<file path="src/hw/rtl/gwmr_pkg.sv">
// ----------------------------------------------------------------------------
// gwmr_pkg
// Shared types and constants for the grid wall merge and relabel block.
// ----------------------------------------------------------------------------
package gwmr_pkg;

	// default geometry of the label store
	localparam int GRID_COLS_DEF  = 64;
	localparam int GRID_ROWS_DEF  = 64;
	localparam int LABEL_BITS_DEF = 16;

	// item operation codes
	localparam logic [1:0] MODE_WRITE = 2'd0;
	localparam logic [1:0] MODE_READ  = 2'd1;
	localparam logic [1:0] MODE_MERGE = 2'd2;

	// neighbour direction codes
	localparam logic [1:0] DIR_RIGHT = 2'd0;
	localparam logic [1:0] DIR_LEFT  = 2'd1;
	localparam logic [1:0] DIR_UP    = 2'd2;
	localparam logic [1:0] DIR_DOWN  = 2'd3;

	// configuration register indexes and reset values
	localparam logic REG_LAST_COL = 1'b0;
	localparam logic REG_LAST_ROW = 1'b1;
	localparam logic [5:0] LAST_COL_RST = 6'd63;
	localparam logic [5:0] LAST_ROW_RST = 6'd63;

	// read of a cell outside the store answers as border
	localparam logic [15:0] READ_BORDER = 16'hFFFF;

	// scan limits handed from the register file to the sequencer
	typedef struct packed {
		logic [5:0] last_col;
		logic [5:0] last_row;
	} cfg_t;

endpackage

</file>
<file path="src/hw/rtl/gwmr_cfg.sv">
// ----------------------------------------------------------------------------
// gwmr_cfg
// APB register file holding the relabel scan limits.
// ----------------------------------------------------------------------------
module gwmr_cfg import gwmr_pkg::*; (
	input  logic        clk,
	input  logic        arst_n,
	input  logic        psel,
	input  logic        penable,
	input  logic        pwrite,
	input  logic [2:0]  paddr,
	input  logic [31:0] pwdata,
	output logic [31:0] prdata,
	output logic        pready,
	output cfg_t        cfg
);

	logic [5:0] last_col_q;
	logic [5:0] last_row_q;
	logic       wr_en;

	assign pready = 1'b1;
	assign wr_en  = psel && penable && pwrite;

	// register writes in the access phase
	always_ff @(posedge clk or negedge arst_n) begin
		if (!arst_n) begin
			last_col_q <= LAST_COL_RST;
			last_row_q <= LAST_ROW_RST;
		end else if (wr_en) begin
			case (paddr[2])
				REG_LAST_COL: last_col_q <= pwdata[5:0];
				REG_LAST_ROW: last_row_q <= pwdata[5:0];
				default: ;
			endcase
		end
	end

	// read-back mux
	always_comb begin
		case (paddr[2])
			REG_LAST_COL: prdata = {26'd0, last_col_q};
			REG_LAST_ROW: prdata = {26'd0, last_row_q};
			default:      prdata = '0;
		endcase
	end

	assign cfg.last_col = last_col_q;
	assign cfg.last_row = last_row_q;

endmodule

</file>
<file path="config.mk">
export PLATFORM = sky130hd
export DESIGN_NAME = gwmr_cfg
export DESIGN_NICKNAME = d
export VERILOG_FILES = /design/src/hw/rtl/gwmr_pkg.sv /design/src/hw/rtl/gwmr_cfg.sv
export SDC_FILE = /design/constraint.sdc
export NUM_CORES = 1
export LEC_CHECK = 0
export BUFFER_PORTS_ARGS = -buffer_cell sky130_fd_sc_hd__buf_2
export CAP_MARGIN = 20
export CORE_MARGIN = 2
export CORE_UTILIZATION = 34
export CTS_CLUSTER_DIAMETER = 30
export DETAILED_ROUTE_END_ITERATION = 8
export PLACE_DENSITY = 0.89
export SYNTH_ARGS = -nofsm -noshare
export SYNTH_HDL_FRONTEND = slang
export SYNTH_SLANG_ARGS = --single-unit
</file>
<file path="constraint.sdc">
create_clock -name clk -period 1.2 [get_ports clk]
set_clock_uncertainty 0.1 [all_clocks]
set_input_delay 0.24 -clock clk [delete_from_list [all_inputs] [get_ports clk]]
set_output_delay 0.24 -clock clk [all_outputs]
set_load 0.005 [all_outputs]
</file>
After elaboration in Yosys (flattened, before gate mapping)
Cells that the tools add are included.

Output and inout port bits: 45. Memories: 0. RAM bits: 0. ROM bits: 0. Input bits: 40. Bits in latches: 0. Register bits after elaboration: 12.

Order comparisons: 0. Mux-type cells: 1. Equal/unequal tests: 0. Bitwise logic cells: 1. Add/sub/neg operators: 0. Shift-type cells: 0. Reduce and logical (&&, ||, !) cells: 4. Div/mod/pow operators: 0. Multiply operators: 0.

Operators with widths (number): $pmux 32 s2 (1); $reduce_and 2->1 (2); $logic_and 1x1->1 (2); $not 1->1 (1).

Depth between registers and ports, before layout
Word-level depth: 3. Gate-level depth with buffers: 3.

Worst setup path before layout
No wires, ideal clock.

Kind: input to register. Start: input paddr[2]. End: register last_col_q[0]. Setup slack: 0.179 ns. Buffers on the path: 1. Stages: 3. Arrival: 0.839 ns. Cells stage by stage: buf_6 -> nand4b_4 -> mux2_2.

Cells in the longest elaborated chain, start to end: 2.

Ends and longest elaborated chain: start: declaration (line gwmr_cfg.sv:11) `input logic [2:0] paddr,`; $not 1->1 (no line); $reduce_and 2->1 (no line); end signal: assignment (line gwmr_cfg.sv:32) `REG_LAST_COL: last_col_q <= pwdata[5:0];`; end: declaration (line gwmr_cfg.sv:18) `logic [5:0] last_col_q;`.

Every way passes these cells. A chain may end at the register's enable or synchronous reset.

Final worst setup path
Start: register last_col_q[2]. End: output prdata[2].

Cells in the longest elaborated chain, start to end: 1.

Ends and longest elaborated chain: $pmux 32 s2 (line gwmr_cfg.sv:41) `case (paddr[2])`; end: declaration (line gwmr_cfg.sv:13) `output logic [31:0] prdata,`.

Every way passes these cells. The select of a mux whose other input is x is not followed.

==> impl_results.md <==
- CTS sink count: 12
- Vias in the first global route: 476
- Die Wd: 51.8 microns
- Arrival @ worst endpoint: around 1.1 ns
- Die area: between 2000 and 3000 sq um
- RSZ-0062 raised after global routing: true
- Number of warnings issued by yosys: 0
- Grt ovf: 0
- Highest clock rate: 722 MHz
- Largest net degree at the start of global routing: 13
- Die Ht: 51.8 microns
- Post-Synth Simple-Gate Area: approximately 4.7%
- Total negative slack: -1.94 ns
- Hpwl dp: 997 microns
- Fin Hold WS: 0.118 ns
- PD cells: 1440 nW/um^2
- P_sw: 0.000378 W
- Layout fillers: 197
- Fin. max-slew vios: 0
- CP Class: flop to output port
- Clock Tree Buf Depth: 2
- Sequential-to-total area share from yosys stat: 40.6%
- Sw Share: between 20% and 30%
- Fin crit period: 1.39 ns
- Maximum VDD drop: just over 0.8 mV
- Failing checks: negative setup slack
- Compound-Gate Fraction of Synth Area: 0%
- Post-synth top cells: buf_4, mux2_2, dfstp_2
- Rows: 17
- Root buffer cell: clkbuf_4
- H-tree depth: 1
- Main combinational cell family by area after synthesis: buffers and inverters
- Clock slew at reported path FFs: 0.07 ns
- Mapped Cells: 62
- Final wirelength: 1.45 mm
- Clk_lat worst skew: 0.26 ns
- Synthesized flop and latch total: 12
- Final Hold Fails: 0
- Combinational share of power: 41.1%
- Top cell type's share of synthesized area: 40.6%
- Sequential power share: approximately 43%
- Post-Synth Adder-Cell Area: 0%
- Antenna-violating nets left: 0
- Total CTS buffers: 3
- TritonRoute pass-1 iters: 2
- # DRC: 0
- Global-route usage over all layers: 11.2%
- Layout area overhead: 31.8%
- Worst Path Max Fanout: 3
- Nets: 140
- Dpl cell area: 836 sq um
- Internal power: 0.00109 W
- Avg WL per Cell: 11.5 microns
- Period utilization: 115%
- Via count: 508
- First-pass GRT wire length: roughly 2.1 mm
- Final Wtd Congestion: 0.583
- CP Capture Type: output port
- ANT cells: 0
- Core Area: 2190 sq um
- Synth Flop Type: dfstp_2
- Count leader, synth: buf_4
- CP Data Required Time: 0.86 ns
- Number of vias per cell: 4.03
- Yosys cell types: 7
- Post-synth EDFFs: 0
- LEAKAGE: 0.529 nW
- 1st-iter DRT viols: 2
- Setup WS post-layout: -0.185 ns
- CTS tree: built
- Area leader, netlist: dfstp_2
- Async S/R FF share, synth: between 90% and 100%
- Status: complete, but fails checks
- Syn avg cell area: about 13 sq um
- Boundary pin count: 85
- IO Port Bufs: 29
- Hold WC Path Type: input port to flop
- Share of cells above drive strength 1: 71.4%
- Initial Util: a little over a third
- Max-cap violations: 0
- Setup Viol. Count Final: 18
- Mapped Area: 776 sq um
- Mux share of post-synthesis cell area: 26.1%
- Initial antenna violation count: 0
- Fin area: ~1000 sq um
- Synth Area in XOR/XNOR: 0%
- Top cells by area, synth: dfstp_2, buf_4, mux2_2
- Critical Path Source Type: flop
- Clock network fraction of total power: 16.1%
## routing by layer
layer | track usage, % | wire length, microns | vias up
li1 | - | - | 225
met1 | 12.7 | 584 | 243
met2 | 19.7 | 744 | 40
met3 | 4.31 | 117 | 0
met4 | 2.63 | 0 | 0
met5 | 0 | 0 | -
## what timing repair did
item                                    CTS  global route
endpoints found under the setup margin   18            18
hold buffers                              1             0
endpoints found under the hold margin    12             0
resized for setup                        17             4
buffers inserted                          6             0
cloned                                    0             0
## sequential cells by signal, indices dropped and copies added (netlist names)
signal	cells
last_row_q	6
last_col_q	6
## power groups by stage
stage / combinational (W) / clock, W / sequential, W
global placement: 0.000355 / 0 / 0.000612
floorplan: 0.000237 / 0 / 0.000628
global route: 0.000645 / 0.000277 / 0.000641
finish: 0.000604 / 0.000237 / 0.000627
CTS: 0.000574 / 0.000258 / 0.000619
detailed placement: 0.000362 / 0 / 0.000624
## worst paths after layout
check	from	end	slack [ns]	cells past startpoint
max	last_col_q[2]	prdata[2]	-0.19	2
min	pwdata[5]	last_col_q[5]	0.12	2
max reg2reg	last_col_q[0]	last_col_q[0]	0.18	3
min reg2reg	last_row_q[4]	last_row_q[4]	0.53	1
max in group asynchronous	arst_n	last_col_q[0]	0.42	2
min in group asynchronous	arst_n	last_row_q[1]	0.55	2
## critical path, cell delays in order (launching register included)
cell	delay, ns
dfstp_2	0.55
mux2_4	0.15
buf_6	0.08
## logic make-up after synthesis
kind of cell / after synthesis
AND/OR/NAND/NOR: 2
other: 2
flip-flops: 12
buffers and inverters: 28
multiplexers: 18
## area by class of cell
type                    instances  area [sq um]  share of cell area [%]
clock buffers                   3          22.5                    2.20
multi-input cells              47           363                    35.5
well taps                      28          35.0                    3.43
repair buffers                 36           287                    28.0
flip-flops and latches         12           315                    30.8
## stage by stage
stage	cells	setup slack [ns]	util, %	power, W
floorplan	87	0.179	-	0.000865
CTS	126	-0.191	45.6	0.00145
finish	126	-0.185	46.7	0.00147
global route	126	-0.226	46.7	0.00156
detailed placement	116	-0.0938	38.1	0.000986
global placement	116	-0.0755	38.1	0.000967
## cell usage in the layout, fill, tap and decap left out
| cell | instances |
|---|---|
| mux2_4 | 6 |
| conb_1 | 27 |
| buf_4 | 3 |
| buf_6 | 15 |
| nand4b_4 | 1 |
| dlygate4sd3_1 | 1 |
| mux2_2 | 12 |
| buf_2 | 17 |
| clkbuf_4 | 3 |
| dfstp_2 | 12 |
| nand4_2 | 1 |
Note: power is estimated with default switching activity, not from simulation.
