===== config.mk =====
export PLATFORM = sky130hd
export DESIGN_NAME = gwmr_ctrl_flat
export DESIGN_NICKNAME = d
export VERILOG_FILES = /design/src/hw/rtl/gwmr_pkg.sv /design/src/hw/rtl/gwmr_in_if.sv /design/src/hw/rtl/gwmr_out_if.sv /design/src/hw/rtl/gwmr_ctrl.sv /design/src/flat_wrapper.sv
export SDC_FILE = /design/constraint.sdc
export NUM_CORES = 1
export LEC_CHECK = 0
export BUFFER_PORTS_ARGS = -buffer_cell sky130_fd_sc_hd__buf_2
export CORE_MARGIN = 8
export CORE_UTILIZATION = 50
export DETAILED_ROUTE_END_ITERATION = 7
export MAX_ROUTING_LAYER = met4
export PLACE_DENSITY_LB_ADDON = 0.3
export SYNTH_ARGS = -nofsm -noshare
export SYNTH_HDL_FRONTEND = slang
export SYNTH_SLANG_ARGS = --single-unit

===== constraint.sdc =====
create_clock -name clk -period 5.6 [get_ports clk]
set_clock_uncertainty 0.05 [all_clocks]
set_input_delay 0 -clock clk [delete_from_list [all_inputs] [get_ports clk]]
set_output_delay 0 -clock clk [all_outputs]
set_load 0.02 [all_outputs]

===== src/hw/rtl/gwmr_pkg.sv =====
// ----------------------------------------------------------------------------
// gwmr_pkg
// Shared types and constants for the grid wall merge and relabel block.
// ----------------------------------------------------------------------------
package gwmr_pkg;

	// default geometry of the label store
	localparam int GRID_COLS_DEF  = 64;
	localparam int GRID_ROWS_DEF  = 64;
	localparam int LABEL_BITS_DEF = 16;

	// item operation codes
	localparam logic [1:0] MODE_WRITE = 2'd0;
	localparam logic [1:0] MODE_READ  = 2'd1;
	localparam logic [1:0] MODE_MERGE = 2'd2;

	// neighbour direction codes
	localparam logic [1:0] DIR_RIGHT = 2'd0;
	localparam logic [1:0] DIR_LEFT  = 2'd1;
	localparam logic [1:0] DIR_UP    = 2'd2;
	localparam logic [1:0] DIR_DOWN  = 2'd3;

	// configuration register indexes and reset values
	localparam logic REG_LAST_COL = 1'b0;
	localparam logic REG_LAST_ROW = 1'b1;
	localparam logic [5:0] LAST_COL_RST = 6'd63;
	localparam logic [5:0] LAST_ROW_RST = 6'd63;

	// read of a cell outside the store answers as border
	localparam logic [15:0] READ_BORDER = 16'hFFFF;

	// scan limits handed from the register file to the sequencer
	typedef struct packed {
		logic [5:0] last_col;
		logic [5:0] last_row;
	} cfg_t;

endpackage


===== src/hw/rtl/gwmr_in_if.sv =====
// ----------------------------------------------------------------------------
// gwmr_in_if
// Input item channel: valid/ready handshake with the command payload.
// ----------------------------------------------------------------------------
interface gwmr_in_if;
	logic               valid;
	logic               ready;
	logic [1:0]         mode;
	logic [5:0]         col;
	logic [5:0]         row;
	logic signed [15:0] cell_value;
	logic [1:0]         dir_a;
	logic [1:0]         dir_b;

	modport source (output valid, mode, col, row, cell_value, dir_a, dir_b, input ready);
	modport sink (input valid, mode, col, row, cell_value, dir_a, dir_b, output ready);
endinterface


===== src/hw/rtl/gwmr_out_if.sv =====
// ----------------------------------------------------------------------------
// gwmr_out_if
// Result item channel: valid/ready handshake with the result payload.
// ----------------------------------------------------------------------------
interface gwmr_out_if;
	logic               valid;
	logic               ready;
	logic signed [15:0] read_value;
	logic               merged;

	modport source (output valid, read_value, merged, input ready);
	modport sink (input valid, read_value, merged, output ready);
endinterface


===== src/hw/rtl/gwmr_ctrl.sv =====
// ----------------------------------------------------------------------------
// gwmr_ctrl
// Item sequencer: cell write/read, neighbour fetch and the relabel sweep,
// one label RAM read and at most one write per cycle.
// ----------------------------------------------------------------------------
module gwmr_ctrl import gwmr_pkg::*; #(
	parameter int GRID_COLS  = GRID_COLS_DEF,
	parameter int GRID_ROWS  = GRID_ROWS_DEF,
	parameter int LABEL_BITS = LABEL_BITS_DEF
) (
	input  logic                                  clk,
	input  logic                                  arst_n,
	gwmr_in_if.sink                               req,
	gwmr_out_if.source                            rsp,
	input  cfg_t                                  cfg,
	output logic                                  mem_we,
	output logic [$clog2(GRID_ROWS*GRID_COLS)-1:0] mem_waddr,
	output logic [LABEL_BITS-1:0]                 mem_wdata,
	output logic [$clog2(GRID_ROWS*GRID_COLS)-1:0] mem_raddr,
	input  logic [LABEL_BITS-1:0]                 mem_rdata
);

	localparam int ADDR_W = $clog2(GRID_ROWS * GRID_COLS);
	localparam int CW     = $clog2(GRID_COLS);
	localparam int RW     = $clog2(GRID_ROWS);

	typedef enum logic [8:0] {
		S_IDLE  = 9'b000000001,
		S_ISSUE = 9'b000000010,
		S_RDCAP = 9'b000000100,
		S_NB_B  = 9'b000001000,
		S_NB_C  = 9'b000010000,
		S_CMP   = 9'b000100000,
		S_SCAN  = 9'b001000000,
		S_DRAIN = 9'b010000000,
		S_OUT   = 9'b100000000
	} state_t;

	state_t                   state_q;
	logic [1:0]               mode_q;
	logic [5:0]               row_q;
	logic [5:0]               col_q;
	logic [LABEL_BITS-1:0]    wval_q;
	logic [1:0]               dir_a_q;
	logic [1:0]               dir_b_q;
	logic signed [LABEL_BITS-1:0] a_q;
	logic signed [LABEL_BITS-1:0] b_q;
	logic signed [LABEL_BITS-1:0] lo_q;
	logic signed [LABEL_BITS-1:0] hi_q;
	logic [CW-1:0]            x_q;
	logic [RW-1:0]            y_q;
	logic                     scan_vld_s1;
	logic [ADDR_W-1:0]        scan_addr_s1;
	logic [15:0]              read_value_q;
	logic                     merged_q;

	logic                     in_store;
	logic [ADDR_W-1:0]        item_addr;
	logic [CW-1:0]            cmax;
	logic [RW-1:0]            rmax;
	logic [31:0]              cmax_full;
	logic [31:0]              rmax_full;
	logic                     last_x;
	logic                     last_y;
	logic                     a_lt_b;
	logic                     do_join;
	logic signed [LABEL_BITS-1:0] rd_label;
	logic [31:0]              rd_ext;
	logic [31:0]              wv_ext;

	// linear address of a cell
	function automatic logic [ADDR_W-1:0] cell_addr(input int unsigned r, input int unsigned c);
		int unsigned t;
		t = r * GRID_COLS + c;
		return t[ADDR_W-1:0];
	endfunction

	// whether the neighbour in a direction lies inside the store
	function automatic logic nb_ok(input logic [1:0] dir, input logic [5:0] r,
			input logic [5:0] c);
		logic ok;
		case (dir)
			DIR_RIGHT: ok = (int'(c) + 1) < GRID_COLS;
			DIR_LEFT:  ok = c != 6'd0;
			DIR_UP:    ok = r != 6'd0;
			DIR_DOWN:  ok = (int'(r) + 1) < GRID_ROWS;
			default:   ok = 1'b0;
		endcase
		return ok;
	endfunction

	// address of the neighbour in a direction
	function automatic logic [ADDR_W-1:0] nb_addr(input logic [1:0] dir, input logic [5:0] r,
			input logic [5:0] c);
		logic [ADDR_W-1:0] a;
		case (dir)
			DIR_RIGHT: a = cell_addr(int'(r), int'(c) + 1);
			DIR_LEFT:  a = cell_addr(int'(r), int'(c) - 1);
			DIR_UP:    a = cell_addr(int'(r) - 1, int'(c));
			DIR_DOWN:  a = cell_addr(int'(r) + 1, int'(c));
			default:   a = '0;
		endcase
		return a;
	endfunction

	assign in_store  = (int'(row_q) < GRID_ROWS) && (int'(col_q) < GRID_COLS);
	assign item_addr = cell_addr(int'(row_q), int'(col_q));

	// scan limits clamped to the store
	assign cmax_full = (int'(cfg.last_col) > GRID_COLS - 1) ? 32'(GRID_COLS - 1)
		: 32'(cfg.last_col);
	assign rmax_full = (int'(cfg.last_row) > GRID_ROWS - 1) ? 32'(GRID_ROWS - 1)
		: 32'(cfg.last_row);
	assign cmax   = cmax_full[CW-1:0];
	assign rmax   = rmax_full[RW-1:0];
	assign last_x = x_q == cmax;
	assign last_y = y_q == rmax;

	// join test on the two neighbour labels
	assign a_lt_b  = a_q < b_q;
	assign do_join = (a_q != b_q) && (a_q != '1) && (b_q != '1)
		&& (a_q != '0) && (b_q != '0);

	assign rd_label = mem_rdata;
	assign rd_ext   = 32'(rd_label);
	assign wv_ext   = 32'(req.cell_value);

	// label RAM port control
	always_comb begin
		mem_we    = 1'b0;
		mem_waddr = '0;
		mem_wdata = '0;
		mem_raddr = '0;
		case (state_q)
			S_ISSUE: begin
				case (mode_q)
					MODE_WRITE: begin
						mem_we    = in_store;
						mem_waddr = item_addr;
						mem_wdata = wval_q;
					end
					MODE_READ:  mem_raddr = item_addr;
					MODE_MERGE: mem_raddr = nb_addr(dir_a_q, row_q, col_q);
					default: ;
				endcase
			end
			S_NB_B: mem_raddr = nb_addr(dir_b_q, row_q, col_q);
			S_CMP: begin
				mem_we    = do_join;
				mem_waddr = item_addr;
				mem_wdata = a_lt_b ? a_q : b_q;
			end
			S_SCAN: mem_raddr = cell_addr(int'(y_q), int'(x_q));
			default: ;
		endcase
		// sweep write-back of cells holding the larger label
		if (scan_vld_s1 && (rd_label == hi_q)) begin
			mem_we    = 1'b1;
			mem_waddr = scan_addr_s1;
			mem_wdata = lo_q;
		end
	end

	// sequencer state
	always_ff @(posedge clk or negedge arst_n) begin
		if (!arst_n) begin
			state_q     <= S_IDLE;
			scan_vld_s1 <= 1'b0;
		end else begin
			scan_vld_s1 <= state_q == S_SCAN;
			case (state_q)
				S_IDLE: if (req.valid) state_q <= S_ISSUE;
				S_ISSUE: begin
					if (mode_q == MODE_READ && in_store) begin
						state_q <= S_RDCAP;
					end else if (mode_q == MODE_MERGE && in_store) begin
						state_q <= S_NB_B;
					end else begin
						state_q <= S_OUT;
					end
				end
				S_RDCAP: state_q <= S_OUT;
				S_NB_B:  state_q <= S_NB_C;
				S_NB_C:  state_q <= S_CMP;
				S_CMP:   state_q <= do_join ? S_SCAN : S_OUT;
				S_SCAN:  if (last_x && last_y) state_q <= S_DRAIN;
				S_DRAIN: state_q <= S_OUT;
				S_OUT:   if (rsp.ready) state_q <= S_IDLE;
				default: state_q <= S_IDLE;
			endcase
		end
	end

	// item, label and result registers
	always_ff @(posedge clk) begin
		scan_addr_s1 <= cell_addr(int'(y_q), int'(x_q));
		case (state_q)
			S_IDLE: begin
				mode_q  <= req.mode;
				row_q   <= req.row;
				col_q   <= req.col;
				wval_q  <= wv_ext[LABEL_BITS-1:0];
				dir_a_q <= req.dir_a;
				dir_b_q <= req.dir_b;
			end
			S_ISSUE: begin
				merged_q     <= 1'b0;
				read_value_q <= (mode_q == MODE_READ && !in_store) ? READ_BORDER : 16'd0;
			end
			S_RDCAP: read_value_q <= rd_ext[15:0];
			S_NB_B:  a_q <= nb_ok(dir_a_q, row_q, col_q) ? rd_label : '1;
			S_NB_C:  b_q <= nb_ok(dir_b_q, row_q, col_q) ? rd_label : '1;
			S_CMP: begin
				lo_q <= a_lt_b ? a_q : b_q;
				hi_q <= a_lt_b ? b_q : a_q;
				x_q  <= '0;
				y_q  <= '0;
			end
			S_SCAN: begin
				if (last_x) begin
					x_q <= '0;
					y_q <= y_q + 1'b1;
				end else begin
					x_q <= x_q + 1'b1;
				end
			end
			S_DRAIN: merged_q <= 1'b1;
			default: ;
		endcase
	end

	assign req.ready      = state_q == S_IDLE;
	assign rsp.valid      = state_q == S_OUT;
	assign rsp.read_value = read_value_q;
	assign rsp.merged     = merged_q;

endmodule


===== src/flat_wrapper.sv =====
// flat-port wrapper written by rule: the top's interface ports become plain ports
module gwmr_ctrl_flat import gwmr_pkg::*;
#(
	parameter int GRID_COLS  = GRID_COLS_DEF,
	parameter int GRID_ROWS  = GRID_ROWS_DEF,
	parameter int LABEL_BITS = LABEL_BITS_DEF
)
  (clk, arst_n, cfg, mem_we, mem_waddr, mem_wdata, mem_raddr, mem_rdata, req_valid, req_mode, req_col, req_row, req_cell_value, req_dir_a, req_dir_b, req_ready, rsp_valid, rsp_read_value, rsp_merged, rsp_ready);
  gwmr_in_if req_i ();
  gwmr_out_if rsp_i ();
  input  logic clk;
  input  logic arst_n;
  input  cfg_t cfg;
  output logic mem_we;
  output logic [$clog2(GRID_ROWS*GRID_COLS)-1:0] mem_waddr;
  output logic [LABEL_BITS-1:0] mem_wdata;
  output logic [$clog2(GRID_ROWS*GRID_COLS)-1:0] mem_raddr;
  input  logic [LABEL_BITS-1:0] mem_rdata;
  input wire logic [$bits(req_i.valid)-1:0] req_valid;
  input wire logic [$bits(req_i.mode)-1:0] req_mode;
  input wire logic [$bits(req_i.col)-1:0] req_col;
  input wire logic [$bits(req_i.row)-1:0] req_row;
  input wire logic [$bits(req_i.cell_value)-1:0] req_cell_value;
  input wire logic [$bits(req_i.dir_a)-1:0] req_dir_a;
  input wire logic [$bits(req_i.dir_b)-1:0] req_dir_b;
  output wire logic [$bits(req_i.ready)-1:0] req_ready;
  output wire logic [$bits(rsp_i.valid)-1:0] rsp_valid;
  output wire logic [$bits(rsp_i.read_value)-1:0] rsp_read_value;
  output wire logic [$bits(rsp_i.merged)-1:0] rsp_merged;
  input wire logic [$bits(rsp_i.ready)-1:0] rsp_ready;
  assign req_i.valid = req_valid;
  assign req_i.mode = req_mode;
  assign req_i.col = req_col;
  assign req_i.row = req_row;
  assign req_i.cell_value = req_cell_value;
  assign req_i.dir_a = req_dir_a;
  assign req_i.dir_b = req_dir_b;
  assign req_ready = req_i.ready;
  assign rsp_valid = rsp_i.valid;
  assign rsp_read_value = rsp_i.read_value;
  assign rsp_merged = rsp_i.merged;
  assign rsp_i.ready = rsp_ready;
  gwmr_ctrl #(.GRID_COLS(GRID_COLS), .GRID_ROWS(GRID_ROWS), .LABEL_BITS(LABEL_BITS)) u_core (.clk(clk), .arst_n(arst_n), .req(req_i), .rsp(rsp_i), .cfg(cfg), .mem_we(mem_we), .mem_waddr(mem_waddr), .mem_wdata(mem_wdata), .mem_raddr(mem_raddr), .mem_rdata(mem_rdata));
endmodule

; Word-level counts from Yosys, hierarchy flattened
; Index checks and enable logic that the tools add are counted.
[totals]
in_bits = 66
wordCells = 110
ff_bits = 149
[classes]
order_cmp = 3
eq_ne = 27
reduce_logical = 19
addsub = 12
mux = 32
[op_table]
columns = cell, count
row1 = $pmux 12 s4, 2
row2 = $pmux 9 s8, 1
row3 = $mux 16, 4
row4 = $pmux 16 s2, 2
row5 = $mux 9, 6
row6 = $add 12x6->12, 4
row7 = $pmux 12 s2, 2
row8 = $pmux 12 s3, 1
row9 = $lt 32x8->1 const B, 1
row10 = $ne 16x16->1 const B, 2
row11 = $reduce_bool 16->1, 2
row12 = $add 12x12->12, 2
row13 = $mux 12, 2
row14 = $pmux 6 s2, 2
row15 = $eq 16x16->1, 1
row16 = $lt 16x16->1, 1
row17 = $ne 16x16->1, 1
row18 = $add 6x1->7 const B, 2
row19 = $add 6x1->6 const B, 2
row20 = $eq 6x6->1, 2
row21 = $mux 6, 2
row22 = $reduce_bool 6->1, 2
row23 = $eq 2x2->1 const B, 5
row24 = $eq 9x1->1 const B, 1
row25 = other kinds (23), 41

; Depth between registers and ports, before layout
[logic_depth]
ltp_word = 7
mapped_depth = 13
ltp_nobuf = 13

; Worst setup path before layout
; OpenSTA, ideal clock, no wires.
[synth_path]
path_kind = flip-flop to output port
start = reg u_core.state_q[2]
end = out mem_wdata[15]
t_arrival_ps = 4417
path_buffers = 1
path_stages_with_launch = 8
slack_ps = 1133
required_time_ps = 5550
cell_sequence = dfrtp_1 -> nor3_1 -> nand2_1 -> nor4_2 -> clkinv_1 -> clkbuf_1 -> a211o_1 -> a31oi_1
[synth_via]
elab_chain_cells = 3
elab_cells_between_ends = 4
classes_between = eq/ne: 2 / mux: 2
[synth_rtl]
columns = item, line
row1 = "start, declared", gwmr_ctrl.sv:39  ; state_t state_q;
row2 = "start signal, assigned", gwmr_ctrl.sv:185  ; S_CMP: state_q <= do_join ? S_SCAN : S_OUT;
row3 = $eq 9x6->1 / $eq 9x2->1 (equally long branches), gwmr_ctrl.sv:134  ; case (state_q)
row4 = $pmux 16 s2 (*), gwmr_ctrl.sv:134
row5 = $mux 16 (*), gwmr_ctrl.sv:157  ; if (scan_vld_s1 && (rd_label == hi_q)) begin
row6 = "end, declared", flat_wrapper.sv:16  ; output logic [LABEL_BITS-1:0] mem_wdata;
; Every way passes the cells marked *; elsewhere a longest branch is shown, timed or not.

; Worst setup path in the final report
[layout_path]
start = reg u_core.a_q[14]
end = out mem_wdata[0]
[layout_via]
elab_chain_cells = 4
[layout_rtl]
columns = item, line
row1 = "start, declared", gwmr_ctrl.sv:46  ; logic signed [LABEL_BITS-1:0] a_q;
row2 = "start signal, assigned", gwmr_ctrl.sv:211  ; S_NB_B: a_q <= nb_ok(dir_a_q, row_q, col_q) ? rd_label : '1;
row3 = $lt 16x16->1, gwmr_ctrl.sv:120  ; assign a_lt_b = a_q < b_q;
row4 = $mux 16, gwmr_ctrl.sv:151  ; mem_wdata = a_lt_b ? a_q : b_q;
row5 = $pmux 16 s2, gwmr_ctrl.sv:134
row6 = $mux 16, gwmr_ctrl.sv:157
; No other way between the ends.

==> flow_metrics.tcl <==
set metrics [dict create \
    hold_class "in -> reg" \
    cts_num_sinks 149 \
    cts_tree "yes" \
    cp_slowest_cell "o21a_1" \
    place_area_sq_um 9568 \
    ys_ff_latch 149 \
    path_class "reg -> out" \
    instances_no_fill 1243 \
    viasPerCell 5.772 \
    holdWs_ns 0.1219 \
    required_ns 5.55 \
    clockBufferDepth 2 \
    routed_wl_mm 23.33 \
    routedWlPerCell_um 18.77 \
    synth_edf_count 127 \
    die_w_um 148.9 \
    ys_warn_count 0 \
    finalSetupTns_ns 0 \
    clk_pin_slew_ns 0.06 \
    yosysSeqAreaShare 0.4879 \
    rows 48 \
    rr_startpoint "u_core.a_q[14]" \
    vdd_drop_max_mv 0.2934 \
    antenna_found_initial 0 \
    rsz0062_at_grt "false" \
    drc 0 \
    end_kind "output port" \
    final_hold_viol_count 0 \
    grt_pass1_wl_mm 36.93 \
    maxSlewHeadroom 0.1791 \
    synth_nets 949 \
    worstReg2RegEnd "u_core.hi_q[14]" \
    worst-r2r-cell-count 7 \
    gp_congestion 0.9194 \
    h-tree-depth 4 \
    multi_input_comb_area_sq_um 4130 \
    p_comb_frac 0.273 \
    num_io_pins 126 \
    synth_cell_type_count 62 \
    initial_core_util 0.5102 \
    drive_above_1_share 0.1876 \
    nFillCells 1426 \
    power.switching_w 0.001384 \
    swShare 0.3542 \
    status "completed" \
    seqPwrFrac 0.430 \
    area_delta_synth_final_pct 21.85 \
    worst-r2r-setup-slack_ns 1.78 \
    setup_violations 0 \
    coreArea_sq_um 17300 \
    finalCritPeriodShare 0.7576 \
    hpwl_mm 16.52 \
    worst_slew_pin_slew_ns 1.230 \
    vias 7174 \
    synth_area_sq_um 8825 \
    clock_latency_ns 0.43 \
    startpoint "u_core.a_q[14]" \
    final-max-slew-violation-count 0 \
    cts_setup_buffers 0 \
    p_int_w 0.002524 \
    synthArstFlopShare 0.06711 \
    ys.flop_type "edfxtp_1" \
    grtUsageTotal 0.2183 \
    dpl.cell_count 1152 \
    grt_max_degree 57 \
    seqCellArea_sq_um 4305 \
    dieArea_sq_um 22160 \
    worstSetupEndpoint "mem_wdata[0]" \
    nNetsFinal 1106 \
    min_period_ns 4.242 \
    final_area_sq_um 10750 \
    drtIter0Drc 624 \
    numCtsBuffers 17 \
    ant_nets 0 \
    power.density_nw_per_um2 363.5 \
    detail_route.first_pass.iterations 5 \
    die_h_um 148.9 \
    power.share.clock 0.297 \
    max_stage_delay_ns 0.75 \
    maxCapViolCount 0 \
    startpoint_type "register" \
    p_leak_nw 4.383 \
    grt.overflow.total 0 \
    crit_buf_inv 1 \
    cp_top_family "compound AO/OA/AOI/OAI gates" \
    io_buffers 125 \
    cp_max_fo 18 \
    cp_common_cell "nand4_2" \
    fmax_ghz 0.2357 \
    syn_area_per_cell_sq_um 10.41 \
    cts-root-buf "clkbuf_16" \
    diodes 0 \
    syn-instance-count 848 \
    critical_path.cell_chain "ha_1 > nand4_2 > or4_4 > a21o_4 > nand4_2 > o21a_1 > o211ai_1 > a31oi_1 > buf_2" \
    arrival_ns 4.19 \
    path_depth 9 \
    grt_pass1_vias 7185 \
]
-- stage by stage --
| step | util | setup WS, ns | power (W) |
|---|---|---|---|
| 2_1_floorplan | - | 1.133 | 0.002393 |
| 3_3_place_gp | 0.5532 | 1.895 | 0.002690 |
| 3_5_place_dp | 0.5532 | 1.798 | 0.002711 |
| 4_1_cts | 0.6217 | 1.394 | 0.003910 |
| 5_1_grt | 0.6217 | 1.176 | 0.004099 |
| 6_report | 0.6217 | 1.358 | 0.003909 |
-- cell usage after synthesis, types with 3 or more instances --
cell type | number | area, sq um
a211o_1 | 17 | 148.9
a211oi_1 | 21 | 157.7
a21boi_0 | 16 | 120.1
a21o_1 | 4 | 30.03
a21oi_1 | 39 | 195.2
a22oi_1 | 13 | 97.59
a31oi_1 | 22 | 137.6
a32oi_1 | 3 | 26.28
and2_1 | 25 | 156.4
and3_1 | 3 | 18.77
clkbuf_1 | 44 | 165.2
dfrtp_1 | 9 | 225.2
dfxtp_1 | 12 | 240.2
edfxtp_1 | 127 | 3814
ha_1 | 34 | 425.4
inv_1 | 47 | 176.4
mux2_2 | 15 | 168.9
mux2i_1 | 21 | 210.2
nand2_1 | 47 | 176.4
nand2b_1 | 38 | 237.7
nand3_1 | 30 | 150.1
nand4_1 | 18 | 112.6
nor2_1 | 63 | 236.5
nor2b_1 | 3 | 18.77
nor3_1 | 13 | 65.06
nor4_1 | 17 | 106.4
o211ai_1 | 8 | 60.06
o21ai_0 | 32 | 160.2
or2_2 | 3 | 18.77
xnor2_1 | 43 | 376.6
xor2_1 | 22 | 192.7
-- power by group through the flow --
stage / registers (W) / logic, W / clock network, W
final: 0.00168 / 0.00107 / 0.00116
after global routing: 0.00171 / 0.00118 / 0.00122
after CTS: 0.00167 / 0.00106 / 0.00118
after detailed placement: 0.00169 / 0.00102 / 0
after global placement: 0.00169 / 0.000999 / 0
after floorplan: 0.00156 / 0.000836 / 0
-- worst min path at each step --
stage                       from            endpoint  slack, ns  cells past startpoint
final                     cfg[0]   u_core.state_q[6]       0.12                      6
after global routing      cfg[5]   u_core.state_q[6]       0.16                      6
after floorplan           arst_n  u_core.scan_vld_s1      -0.35                      0
after detailed placement  arst_n   u_core.state_q[1]      -0.17                      1
after CTS                 cfg[0]   u_core.state_q[6]       0.11                      6
after global placement    arst_n   u_core.state_q[8]      -0.18                      1
-- final cells by class --
cell class	instances	area share
well taps	225	0.02618
flip-flops and latches	149	0.4004
multi-input cells	599	0.3841
inverters	48	0.01676
clock inverters	15	0.01571
repair buffers	190	0.1173
clock buffers	17	0.03956
-- metal layers --
metal / global-route usage / wire length [um] / part of all wire
met5: - / 0 / 0
met4: 0.08884 / 682 / 0.029
met3: 0.04035 / 1253 / 0.054
met2: 0.3682 / 11900 / 0.51
met1: 0.2533 / 9495 / 0.41
-- registers in the layout, summed over array words and instances, names as in the netlist --
name	cells
u_core.col_q	6
u_core.rsp.read_value	16
u_core.dir_b_q	2
u_core.lo_q	16
u_core.scan_vld_s1	1
u_core.hi_q	16
u_core.x_q	6
u_core.b_q	16
u_core.a_q	16
u_core.state_q	9
u_core.scan_addr_s1	12
u_core.mode_q	2
u_core.dir_a_q	2
u_core.rsp.merged	1
u_core.row_q	6
u_core.wval_q	16
u_core.y_q	6
-- tightest hold or removal path: stages --
cell and delay (ns):
buf_2 0.08, xor2_1 0.13, nor4_1 0.07, nand4_1 0.14, nand2_1 0.07, o21ai_0 0.06
-- timing repair --
action                                 in CTS  in global routing
endpoints found under the hold margin      97                  0
gates resized for setup                     0                  0
hold buffers                               59                  0
-- placed cells by master, fill, tap and decap left out, types with 17 or more instances in the layout --
master,count
mux2i_1,21
nand2_1,47
buf_2,125
clkbuf_16,17
o21ai_0,32
inv_1,47
a211oi_1,21
and2_1,25
nand4_1,18
a21oi_1,39
nand2b_1,38
xnor2_1,43
dlygate4sd3_1,59
xor2_1,22
edfxtp_1,127
ha_1,34
nor2_1,63
a211o_1,17
a31oi_1,22
nand3_1,29
-- logic make-up after synthesis --
logic type               Yosys count  share of synthesized area
buffers and inverters            100                    0.04636
AO/OA/AOI/OAI                    187                     0.1402
XOR/XNOR                          65                    0.06451
multiplexers                      38                    0.04806
adder cells (fa/ha/maj)           35                    0.05048
flip-flops                       149                     0.4879
AND/OR/NAND/NOR                  274                     0.1625
No activity file was read; power rests on OpenSTA's default activity.
